**src/rtl/core/sed_pkg.sv**
```systemverilog
package sed_pkg;

    typedef enum logic [2:0] {
        PH_TEXT,
        PH_ESC,
        PH_HEX,
        PH_UOPEN,
        PH_UFOUR,
        PH_UBRACE,
        PH_DROP
    } phase_t;

    localparam logic [2:0] ST_OK            = 3'd0;
    localparam logic [2:0] ST_BAD_X         = 3'd1;
    localparam logic [2:0] ST_BAD_BRACE_HEX = 3'd2;
    localparam logic [2:0] ST_TOO_LONG      = 3'd3;
    localparam logic [2:0] ST_NO_DIGITS     = 3'd4;
    localparam logic [2:0] ST_UNTERMINATED  = 3'd5;
    localparam logic [2:0] ST_BAD_U4        = 3'd6;
    localparam logic [2:0] ST_NOT_SCALAR    = 3'd7;

    localparam logic [7:0] CH_BSLASH = 8'h5C;
    localparam logic [7:0] CH_LBRACE = 8'h7B;
    localparam logic [7:0] CH_RBRACE = 8'h7D;
    localparam logic [7:0] CH_X      = 8'h78;
    localparam logic [7:0] CH_U      = 8'h75;
    localparam logic [7:0] CH_DOLLAR = 8'h24;
    localparam logic [7:0] CH_BTICK  = 8'h60;
    localparam logic [7:0] CH_DQUOTE = 8'h22;
    localparam logic [7:0] CH_SQUOTE = 8'h27;
    localparam logic [7:0] CH_N      = 8'h6E;
    localparam logic [7:0] CH_R      = 8'h72;
    localparam logic [7:0] CH_T      = 8'h74;
    localparam logic [7:0] CH_B      = 8'h62;
    localparam logic [7:0] CH_F      = 8'h66;
    localparam logic [7:0] CH_ZERO   = 8'h30;

    localparam int QUEUE_DEPTH = 4;
    localparam int COUNT_W     = 17;

    typedef struct packed {
        logic [3:0][7:0]      bytes;
        logic [2:0]           nbytes;
        logic                 is_end;
        logic [2:0]           status;
        logic [COUNT_W-1:0]   count;
    } cmd_t;

endpackage

```
**src/rtl/core/string_escape_decoder.sv**
```systemverilog
// Each result of a byte passes through the command queue and then the output register.
// Throughput: one source byte accepted per cycle and one result delivered per cycle while
//   out_ready is high; an escape expanding to several UTF-8 bytes is absorbed by a
//   4-entry command queue, so input stalls only once that queue fills.
// Reset: rst_n asynchronous, active low; clears escape state, error, count and queue.
module string_escape_decoder #(
    parameter int MAX_LITERAL = 65536
) (
    input  logic        clk,
    input  logic        rst_n,
    input  logic        in_valid,
    output logic        in_ready,
    input  logic [7:0]  in_byte,
    input  logic        is_last,
    output logic        out_valid,
    input  logic        out_ready,
    output logic [7:0]  out_byte,
    output logic        is_end,
    output logic [2:0]  status,
    output logic [16:0] decoded_count,
    output logic        run_last
);
    import sed_pkg::*;

    localparam int          CapInt   = (MAX_LITERAL < 131071) ? MAX_LITERAL : 131071;
    localparam logic [16:0] CountCap = 17'(CapInt);

    logic push, full, pop, head_valid;
    cmd_t push_cmd, head_cmd;

    sed_front #(
        .COUNT_CAP (CountCap)
    ) u_front (
        .clk      (clk),
        .rst_n    (rst_n),
        .in_valid (in_valid),
        .in_ready (in_ready),
        .in_byte  (in_byte),
        .is_last  (is_last),
        .q_full   (full),
        .push     (push),
        .push_cmd (push_cmd)
    );

    sed_queue u_queue (
        .clk        (clk),
        .rst_n      (rst_n),
        .push       (push),
        .push_cmd   (push_cmd),
        .full       (full),
        .pop        (pop),
        .head_valid (head_valid),
        .head_cmd   (head_cmd)
    );

    sed_back u_back (
        .clk           (clk),
        .rst_n         (rst_n),
        .head_valid    (head_valid),
        .head_cmd      (head_cmd),
        .pop           (pop),
        .out_valid     (out_valid),
        .out_ready     (out_ready),
        .out_byte      (out_byte),
        .is_end        (is_end),
        .status        (status),
        .decoded_count (decoded_count),
        .run_last      (run_last)
    );

endmodule

```
**src/rtl/core/sed_front.sv**
```systemverilog
module sed_front #(
    parameter logic [16:0] COUNT_CAP = 17'd65536
) (
    input  logic          clk,
    input  logic          rst_n,
    input  logic          in_valid,
    output logic          in_ready,
    input  logic [7:0]    in_byte,
    input  logic          is_last,
    input  logic          q_full,
    output logic          push,
    output sed_pkg::cmd_t push_cmd
);
    import sed_pkg::*;

    phase_t          phase_reg, phase_next;
    logic [2:0]      digit_reg, digit_next;
    logic [23:0]     accum_reg, accum_next;
    logic [2:0]      err_reg, err_next;
    logic [16:0]     total_reg, total_next;

    logic            accept;
    logic            hex_ok;
    logic [3:0]      hex_val;
    logic [23:0]     cp_sel;
    logic            scalar_ok;
    logic [2:0]      enc_n;
    logic [3:0][7:0] enc_b;
    logic            fail;
    logic [2:0]      fail_code;
    logic [2:0]      ne;
    logic [3:0][7:0] eb;
    logic [17:0]     sum;

    assign in_ready = !q_full;
    assign accept   = in_valid && in_ready;

    always_comb
    begin
        hex_ok  = 1'b1;
        hex_val = 4'd0;
        priority if (in_byte >= 8'h30 && in_byte <= 8'h39)
            hex_val = in_byte[3:0];
        else if ((in_byte >= 8'h61 && in_byte <= 8'h66) || (in_byte >= 8'h41 && in_byte <= 8'h46))
            hex_val = 4'(in_byte[3:0] + 4'd9);
        else
            hex_ok = 1'b0;
    end

    assign cp_sel    = (phase_reg == PH_UFOUR) ? {accum_reg[19:0], hex_val} : accum_reg;
    assign scalar_ok = (cp_sel <= 24'h10FFFF) && !(cp_sel >= 24'h00D800 && cp_sel <= 24'h00DFFF);

    always_comb
    begin
        enc_b = '0;
        priority if (cp_sel < 24'h000080)
        begin
            enc_n    = 3'd1;
            enc_b[0] = cp_sel[7:0];
        end
        else if (cp_sel < 24'h000800)
        begin
            enc_n    = 3'd2;
            enc_b[0] = {3'b110, cp_sel[10:6]};
            enc_b[1] = {2'b10, cp_sel[5:0]};
        end
        else if (cp_sel < 24'h010000)
        begin
            enc_n    = 3'd3;
            enc_b[0] = {4'b1110, cp_sel[15:12]};
            enc_b[1] = {2'b10, cp_sel[11:6]};
            enc_b[2] = {2'b10, cp_sel[5:0]};
        end
        else
        begin
            enc_n    = 3'd4;
            enc_b[0] = {5'b11110, cp_sel[20:18]};
            enc_b[1] = {2'b10, cp_sel[17:12]};
            enc_b[2] = {2'b10, cp_sel[11:6]};
            enc_b[3] = {2'b10, cp_sel[5:0]};
        end
    end

    always_comb
    begin
        phase_next = phase_reg;
        digit_next = digit_reg;
        accum_next = accum_reg;
        err_next   = err_reg;
        fail       = 1'b0;
        fail_code  = ST_OK;
        ne         = 3'd0;
        eb         = '0;

        unique case (phase_reg)
            PH_TEXT:
            begin
                if (in_byte == CH_BSLASH && !is_last)
                    phase_next = PH_ESC;
                else
                begin
                    ne    = 3'd1;
                    eb[0] = in_byte;
                end
            end
            PH_ESC:
            begin
                phase_next = PH_TEXT;
                ne         = 3'd1;
                unique case (in_byte)
                    CH_N:    eb[0] = 8'h0A;
                    CH_R:    eb[0] = 8'h0D;
                    CH_T:    eb[0] = 8'h09;
                    CH_B:    eb[0] = 8'h08;
                    CH_F:    eb[0] = 8'h0C;
                    CH_ZERO: eb[0] = 8'h00;
                    CH_BSLASH, CH_DQUOTE, CH_SQUOTE, CH_DOLLAR, CH_BTICK:
                        eb[0] = in_byte;
                    CH_X:
                    begin
                        ne         = 3'd0;
                        phase_next = PH_HEX;
                        digit_next = 3'd0;
                        accum_next = '0;
                    end
                    CH_U:
                    begin
                        ne         = 3'd0;
                        phase_next = PH_UOPEN;
                        digit_next = 3'd0;
                        accum_next = '0;
                    end
                    default:
                    begin
                        ne    = 3'd2;
                        eb[0] = CH_BSLASH;
                        eb[1] = in_byte;
                    end
                endcase
            end
            PH_HEX:
            begin
                if (!hex_ok)
                begin
                    fail      = 1'b1;
                    fail_code = ST_BAD_X;
                end
                else
                begin
                    accum_next = {accum_reg[19:0], hex_val};
                    digit_next = 3'(digit_reg + 3'd1);
                    if (digit_next >= 3'd2)
                    begin
                        phase_next = PH_TEXT;
                        ne         = 3'd1;
                        eb[0]      = accum_next[7:0];
                    end
                end
            end
            PH_UOPEN:
            begin
                if (in_byte == CH_LBRACE)
                    phase_next = PH_UBRACE;
                else if (!hex_ok)
                begin
                    fail      = 1'b1;
                    fail_code = ST_BAD_U4;
                end
                else
                begin
                    accum_next = {20'd0, hex_val};
                    digit_next = 3'd1;
                    phase_next = PH_UFOUR;
                end
            end
            PH_UFOUR:
            begin
                if (!hex_ok)
                begin
                    fail      = 1'b1;
                    fail_code = ST_BAD_U4;
                end
                else
                begin
                    accum_next = cp_sel;
                    digit_next = 3'(digit_reg + 3'd1);
                    if (digit_next >= 3'd4)
                    begin
                        if (!scalar_ok)
                        begin
                            fail      = 1'b1;
                            fail_code = ST_NOT_SCALAR;
                        end
                        else
                        begin
                            ne         = enc_n;
                            eb         = enc_b;
                            phase_next = PH_TEXT;
                        end
                    end
                end
            end
            PH_UBRACE:
            begin
                if (in_byte == CH_RBRACE)
                begin
                    if (digit_reg == 3'd0)
                    begin
                        fail      = 1'b1;
                        fail_code = ST_NO_DIGITS;
                    end
                    else if (!scalar_ok)
                    begin
                        fail      = 1'b1;
                        fail_code = ST_NOT_SCALAR;
                    end
                    else
                    begin
                        ne         = enc_n;
                        eb         = enc_b;
                        phase_next = PH_TEXT;
                    end
                end
                else if (!hex_ok)
                begin
                    fail      = 1'b1;
                    fail_code = ST_BAD_BRACE_HEX;
                end
                else if (digit_reg >= 3'd6)
                begin
                    fail      = 1'b1;
                    fail_code = ST_TOO_LONG;
                end
                else
                begin
                    accum_next = {accum_reg[19:0], hex_val};
                    digit_next = 3'(digit_reg + 3'd1);
                end
            end
            default:
                phase_next = PH_DROP;
        endcase

        if (fail)
        begin
            if (err_next == ST_OK)
                err_next = fail_code;
            phase_next = PH_DROP;
        end

        if (is_last && err_next == ST_OK)
        begin
            unique case (phase_next)
                PH_HEX:    err_next = ST_BAD_X;
                PH_UOPEN:  err_next = ST_BAD_U4;
                PH_UFOUR:  err_next = ST_BAD_U4;
                PH_UBRACE: err_next = (digit_next == 3'd0) ? ST_NO_DIGITS : ST_UNTERMINATED;
                default:   err_next = ST_OK;
            endcase
        end
    end

    assign sum        = {1'b0, total_reg} + 18'(ne);
    assign total_next = (sum > {1'b0, COUNT_CAP}) ? COUNT_CAP : sum[16:0];

    always_ff @(posedge clk or negedge rst_n)
    begin
        if (!rst_n)
        begin
            phase_reg <= PH_TEXT;
            digit_reg <= '0;
            accum_reg <= '0;
            err_reg   <= ST_OK;
            total_reg <= '0;
        end
        else if (accept)
        begin
            if (is_last)
            begin
                phase_reg <= PH_TEXT;
                digit_reg <= '0;
                accum_reg <= '0;
                err_reg   <= ST_OK;
                total_reg <= '0;
            end
            else
            begin
                phase_reg <= phase_next;
                digit_reg <= digit_next;
                accum_reg <= accum_next;
                err_reg   <= err_next;
                total_reg <= total_next;
            end
        end
    end

    assign push            = accept && (ne != 3'd0 || is_last);
    assign push_cmd.bytes  = eb;
    assign push_cmd.nbytes = ne;
    assign push_cmd.is_end = is_last;
    assign push_cmd.status = is_last ? err_next : ST_OK;
    assign push_cmd.count  = is_last ? total_next : '0;

endmodule

```
**src/rtl/core/sed_queue.sv**
```systemverilog
module sed_queue (
    input  logic          clk,
    input  logic          rst_n,
    input  logic          push,
    input  sed_pkg::cmd_t push_cmd,
    output logic          full,
    input  logic          pop,
    output logic          head_valid,
    output sed_pkg::cmd_t head_cmd
);
    import sed_pkg::*;

    localparam int PtrW = (QUEUE_DEPTH > 1) ? $clog2(QUEUE_DEPTH) : 1;
    localparam int CntW = $clog2(QUEUE_DEPTH + 1);

    cmd_t            mem_reg [QUEUE_DEPTH];
    logic [PtrW-1:0] wr_ptr_reg, wr_ptr_next;
    logic [PtrW-1:0] rd_ptr_reg, rd_ptr_next;
    logic [CntW-1:0] cnt_reg, cnt_next;
    logic            do_push, do_pop;

    assign full       = (cnt_reg == CntW'(QUEUE_DEPTH));
    assign head_valid = (cnt_reg != '0);
    assign head_cmd   = mem_reg[rd_ptr_reg];
    assign do_push    = push && !full;
    assign do_pop     = pop && head_valid;

    always_comb
    begin
        wr_ptr_next = wr_ptr_reg;
        rd_ptr_next = rd_ptr_reg;
        if (do_push)
            wr_ptr_next = (wr_ptr_reg == PtrW'(QUEUE_DEPTH - 1)) ? '0 : PtrW'(wr_ptr_reg + 1'b1);
        if (do_pop)
            rd_ptr_next = (rd_ptr_reg == PtrW'(QUEUE_DEPTH - 1)) ? '0 : PtrW'(rd_ptr_reg + 1'b1);
        cnt_next = CntW'(cnt_reg + CntW'(do_push) - CntW'(do_pop));
    end

    always_ff @(posedge clk or negedge rst_n)
    begin
        if (!rst_n)
        begin
            wr_ptr_reg <= '0;
            rd_ptr_reg <= '0;
            cnt_reg    <= '0;
        end
        else
        begin
            wr_ptr_reg <= wr_ptr_next;
            rd_ptr_reg <= rd_ptr_next;
            cnt_reg    <= cnt_next;
        end
    end

    always_ff @(posedge clk)
    begin
        if (do_push)
            mem_reg[wr_ptr_reg] <= push_cmd;
    end

endmodule

```
**src/rtl/core/sed_back.sv**
```systemverilog
module sed_back (
    input  logic          clk,
    input  logic          rst_n,
    input  logic          head_valid,
    input  sed_pkg::cmd_t head_cmd,
    output logic          pop,
    output logic          out_valid,
    input  logic          out_ready,
    output logic [7:0]    out_byte,
    output logic          is_end,
    output logic [2:0]    status,
    output logic [16:0]   decoded_count,
    output logic          run_last
);
    import sed_pkg::*;

    logic [2:0]  idx_reg, idx_next;
    logic        out_valid_reg, out_valid_next;
    logic [7:0]  byte_reg;
    logic        end_reg;
    logic [2:0]  status_reg;
    logic [16:0] count_reg;
    logic        run_last_reg;

    logic        load;
    logic        is_data;
    logic        last_res;

    assign load     = head_valid && (!out_valid_reg || out_ready);
    assign is_data  = idx_reg < head_cmd.nbytes;
    assign last_res = head_cmd.is_end ? (idx_reg == head_cmd.nbytes)
                                      : (idx_reg == 3'(head_cmd.nbytes - 3'd1));
    assign pop      = load && last_res;

    always_comb
    begin
        idx_next       = idx_reg;
        out_valid_next = out_valid_reg;
        if (load)
        begin
            out_valid_next = 1'b1;
            idx_next       = last_res ? 3'd0 : 3'(idx_reg + 3'd1);
        end
        else if (out_ready)
            out_valid_next = 1'b0;
    end

    always_ff @(posedge clk or negedge rst_n)
    begin
        if (!rst_n)
        begin
            idx_reg       <= '0;
            out_valid_reg <= 1'b0;
        end
        else
        begin
            idx_reg       <= idx_next;
            out_valid_reg <= out_valid_next;
        end
    end

    always_ff @(posedge clk)
    begin
        if (load)
        begin
            byte_reg     <= is_data ? head_cmd.bytes[idx_reg[1:0]] : 8'd0;
            end_reg      <= !is_data;
            status_reg   <= is_data ? ST_OK : head_cmd.status;
            count_reg    <= is_data ? '0 : head_cmd.count;
            run_last_reg <= last_res;
        end
    end

    assign out_valid     = out_valid_reg;
    assign out_byte      = byte_reg;
    assign is_end        = end_reg;
    assign status        = status_reg;
    assign decoded_count = count_reg;
    assign run_last      = run_last_reg;

endmodule

```
**config.mk**
```make
export PLATFORM = sky130hd
export DESIGN_NAME = string_escape_decoder
export DESIGN_NICKNAME = d
export VERILOG_FILES = /design/src/rtl/core/sed_pkg.sv /design/src/rtl/core/string_escape_decoder.sv /design/src/rtl/core/sed_front.sv /design/src/rtl/core/sed_queue.sv /design/src/rtl/core/sed_back.sv
export SDC_FILE = /design/constraint.sdc
export NUM_CORES = 1
export LEC_CHECK = 0
export BUFFER_PORTS_ARGS = -buffer_cell sky130_fd_sc_hd__buf_2
export CAP_MARGIN = 20
export CELL_PAD_IN_SITES_DETAIL_PLACEMENT = 0
export CELL_PAD_IN_SITES_GLOBAL_PLACEMENT = 1
export CORE_MARGIN = 5
export CORE_UTILIZATION = 30
export DETAILED_ROUTE_END_ITERATION = 12
export GPL_TIMING_DRIVEN = 0
export PLACE_DENSITY = 0.5
export SLEW_MARGIN = 20
export SYNTH_ARGS = -nofsm -noshare
export SYNTH_HDL_FRONTEND = slang
export SYNTH_SLANG_ARGS = --single-unit
export TNS_END_PERCENT = 100
```
**constraint.sdc**
```tcl
create_clock -name clk -period 5.3 [get_ports clk]
set_input_delay 0.53 -clock clk [delete_from_list [all_inputs] [get_ports clk]]
set_output_delay 0.53 -clock clk [all_outputs]
set_load 0.005 [all_outputs]
```
==> metrics.txt <==
number of enable flip-flop cells after synthesis=~250; Total GRT Usage=around 15%; pwr/cell area=~510 nW/um^2; Seq pwr share=between 30% and 40%; Tmin final=slightly above 5 ns; Nets=~1300; Site Rows=81; # IOs=45; GR Overflow Total=0; critical path class=reg2reg; CP arrival=~5.5 ns; number of synthesis warnings=0; endpoint type of the worst setup path=register; post-synthesis net count=roughly 1100; deepest clock path buffer count=3; Synth Register Bits=between 300 and 400; clock tree sinks=approximately 300; Internal=6210 uW; CP Max Fanout=6; maximum clock rate=between 0.15 and 0.2 GHz; Final setup viols=0; ant diodes=0; I/O Buffers=42; clk slew on worst S/H paths=0.06 ns; die area=53900 um^2; LEAKAGE=around 0.0063 uW; Cell variety after synth=89; first-pass GRT wire length=between 60000 and 70000 um; Root Buffer=clkbuf_16; Placed Area=around 16000 um^2; Worst Hold Class=in2reg; Detailed Place HPWL=about 28000 um; Final ANT Viol Nets=0; Starting Density=30.3%; Fin Hold WS=roughly 0.24 ns; total wire length=about 40000 um; gpl congestion=0.817; initial antenna violation count=1; Syn Inst Count=about 1100; Rel. slew slack=35.0%; status=complete, no violations; VDD IR-drop max=just under 0.2 mV; Clk Latency, worst-skew pair=roughly 0.54 ns; Pre-antenna DRT Iters=5; post-synthesis sequential area ratio=between 60% and 70%; largest net degree at the start of global routing=44; TritonCTS clock tree=built; Mapped Area=14800 um^2; Die Span Y=232 um; Least-Margin Pin Slew=approximately 0.96 ns; Synth Flop Type=edfxtp_1; FFs w/ async S/R, synth=between 10% and 20%; CP startpoint kind=register; hold violation total from the final report=0; share of cells above drive strength 1=24.9%; Final period util=96.3%; vias in the first global route=9834; Max Cap Viol=0; clock power share=between 20% and 30%; DR WL/cell=between 20 and 25 um; Core ar.=48800 um^2; NetSw=approximately 3000 uW; combinational share of power=approximately a third; Via-to-Cell Ratio=about 5.0; cts bufs inserted=37; max-slew violation count=0; Worst EP required=approximately 5.7 ns; H-tree depth=2; DR vias=around 9600; Post-Syn Area per Cell=~13 um^2; switching share of power=32.2%; Area growth syn-to-layout=20.3%; clk_skew=0.0136 ns; DIE WIDTH=~230 um; final instance area=about 18000 um^2; initial drt markers=654; DRC violations left=0; Largest register FFs=between 200 and 250
==> synth_stat cells (4+ instances only) <==
cell        n  area [um^2]
a31oi_1     6         37.5
or4_1       4         30.0
nor2b_1    17          106
a211oi_1    8         60.1
buf_1       5         18.8
nor4_1      8         50.1
buf_4       6         45.0
o211ai_1    4         30.0
mux4_2     63         1420
o21ai_0    62          310
nand2b_1    6         37.5
xnor2_1    13          114
o21ai_1     8         40.0
and2_1     45          282
mux2_2      4         45.0
a32oi_1     4         35.0
a21o_1      5         37.5
or3_1       7         43.8
inv_1      35          131
dfrtp_1    61         1530
nor2_1     69          259
a221oi_1    6         52.6
nand4_1    10         62.6
mux2i_1    19          190
nand2_1   123          462
nand2_2     4         25.0
nor3b_1     5         37.5
xor2_1      8         70.1
o31ai_1    17          128
nand3_1    15         75.1
nor3_1     11         55.1
buf_2      21          105
ha_1       23          288
o41ai_1     4         35.0
clkbuf_1   28          105
a21oi_1    38          190
and3_1     11         68.8
edfxtp_1  246         7390
==> per-stage QoR <==
step | cells | utilization [%] | setup slack (ns) | power [uW] | TNS (ns)
after floorplan | 1106 | - | 0.0886 | 5520 | 0
after global placement | 1812 | 32.4 | -1.90 | 6570 | -321.07
after detailed placement | 1817 | 32.7 | -1.92 | 6610 | -144.10
after CTS | 1897 | 35.8 | 0.00377 | 9250 | 0
after global routing | 1912 | 36.5 | -0.0457 | 9760 | -0.183
final | 1912 | 36.5 | 0.199 | 9160 | 0
==> per-layer routing <==
metal	GRT usage (%)	wire (um)
met1	22.1	19500
met2	23.4	18300
met3	2.78	1700
met4	4.36	1030
met5	0	13
==> power by group through the flow <==
| stage | combinational (uW) | clock, uW | sequential, uW |
|---|---|---|---|
| 2_1_floorplan | 1990 | 0 | 3530 |
| 3_3_place_gp | 3010 | 0 | 3560 |
| 3_5_place_dp | 3080 | 0 | 3530 |
| 4_1_cts | 3170 | 2590 | 3490 |
| 5_1_grt | 3520 | 2700 | 3530 |
| 6_report | 3180 | 2510 | 3480 |
==> worst max-delay path: stages, from the launching register on <==
cell      delay (ns)
dfrtp_2         0.44
or4_4           0.57
nor2_1          0.16
a211o_2         0.20
nand2_4         0.11
nor2_4          0.16
nand2_4         0.08
o31ai_4         0.39
ha_2            0.26
inv_1           0.05
fa_2            0.36
nand2b_4        0.18
a2111o_1        0.51
mux2i_1         0.18
mux2i_1         0.11
nor4b_2         0.34
nand3_1         0.13
nand2_2         0.14
buf_4           0.13
nand3_4         0.10
buf_12          0.17
o41ai_2         0.19
==> cell usage in the layout, fill, tap and decap left out, types with 20 or more instances in the layout <==
master,count
nor2_1,54
mux4_2,63
ha_1,20
buf_4,33
nand2_1,122
o21ai_0,60
edfxtp_1,246
dfrtp_1,58
buf_2,58
inv_1,33
clkbuf_1,38
a21oi_1,37
and2_1,41
clkbuf_16,38
==> final cells by class <==
class / instances / area [um^2]
inverter: 38 / 143
fill: 4811 / 31000
multi-input combinational: 699 / 5790
tap: 664 / 831
buffer: 60 / 332
clock inverter: 11 / 138
timing repair buffer: 78 / 593
clock buffer: 55 / 1060
sequential: 307 / 8920
==> cell families after synthesis <==
| kind of cell | share of synthesized area (%) |
|---|---|
| buf+inv | 2.97 |
| flops | 60.2 |
| compound gates | 9.55 |
| simple gates | 12.4 |
| mux | 11.4 |
| xor+xnor | 1.24 |
| fa+ha+maj | 2.21 |
==> final timing paths <==
check                                      startpoint               endpoint  slack [ns]  depth (start not counted)
worst max-delay path            u_front.accum_reg[14]  u_front.total_reg[14]        0.20                         21
worst min-delay path                        out_ready       u_back.out_valid        0.24                          4
worst max register to register  u_front.accum_reg[14]  u_front.total_reg[14]        0.20                         21
worst min register to register       u_back.out_valid       u_back.out_valid        0.50                          2
max in group asynchronous                       rst_n  u_front.total_reg[12]        4.24                          3
min in group asynchronous                       rst_n   u_front.phase_reg[0]        0.49                          2
==> repair_timing <==
action | in CTS | in global routing
cloned | 0 | 1
pin swaps | 8 | 13
endpoints found under the hold margin | 26 | 0
resized for setup | 48 | 49
endpoints found under the setup margin | 87 | 75
setup buffers | 14 | 15
hold buffers | 1 | 0
No activity file was read; power rests on OpenSTA's default activity.
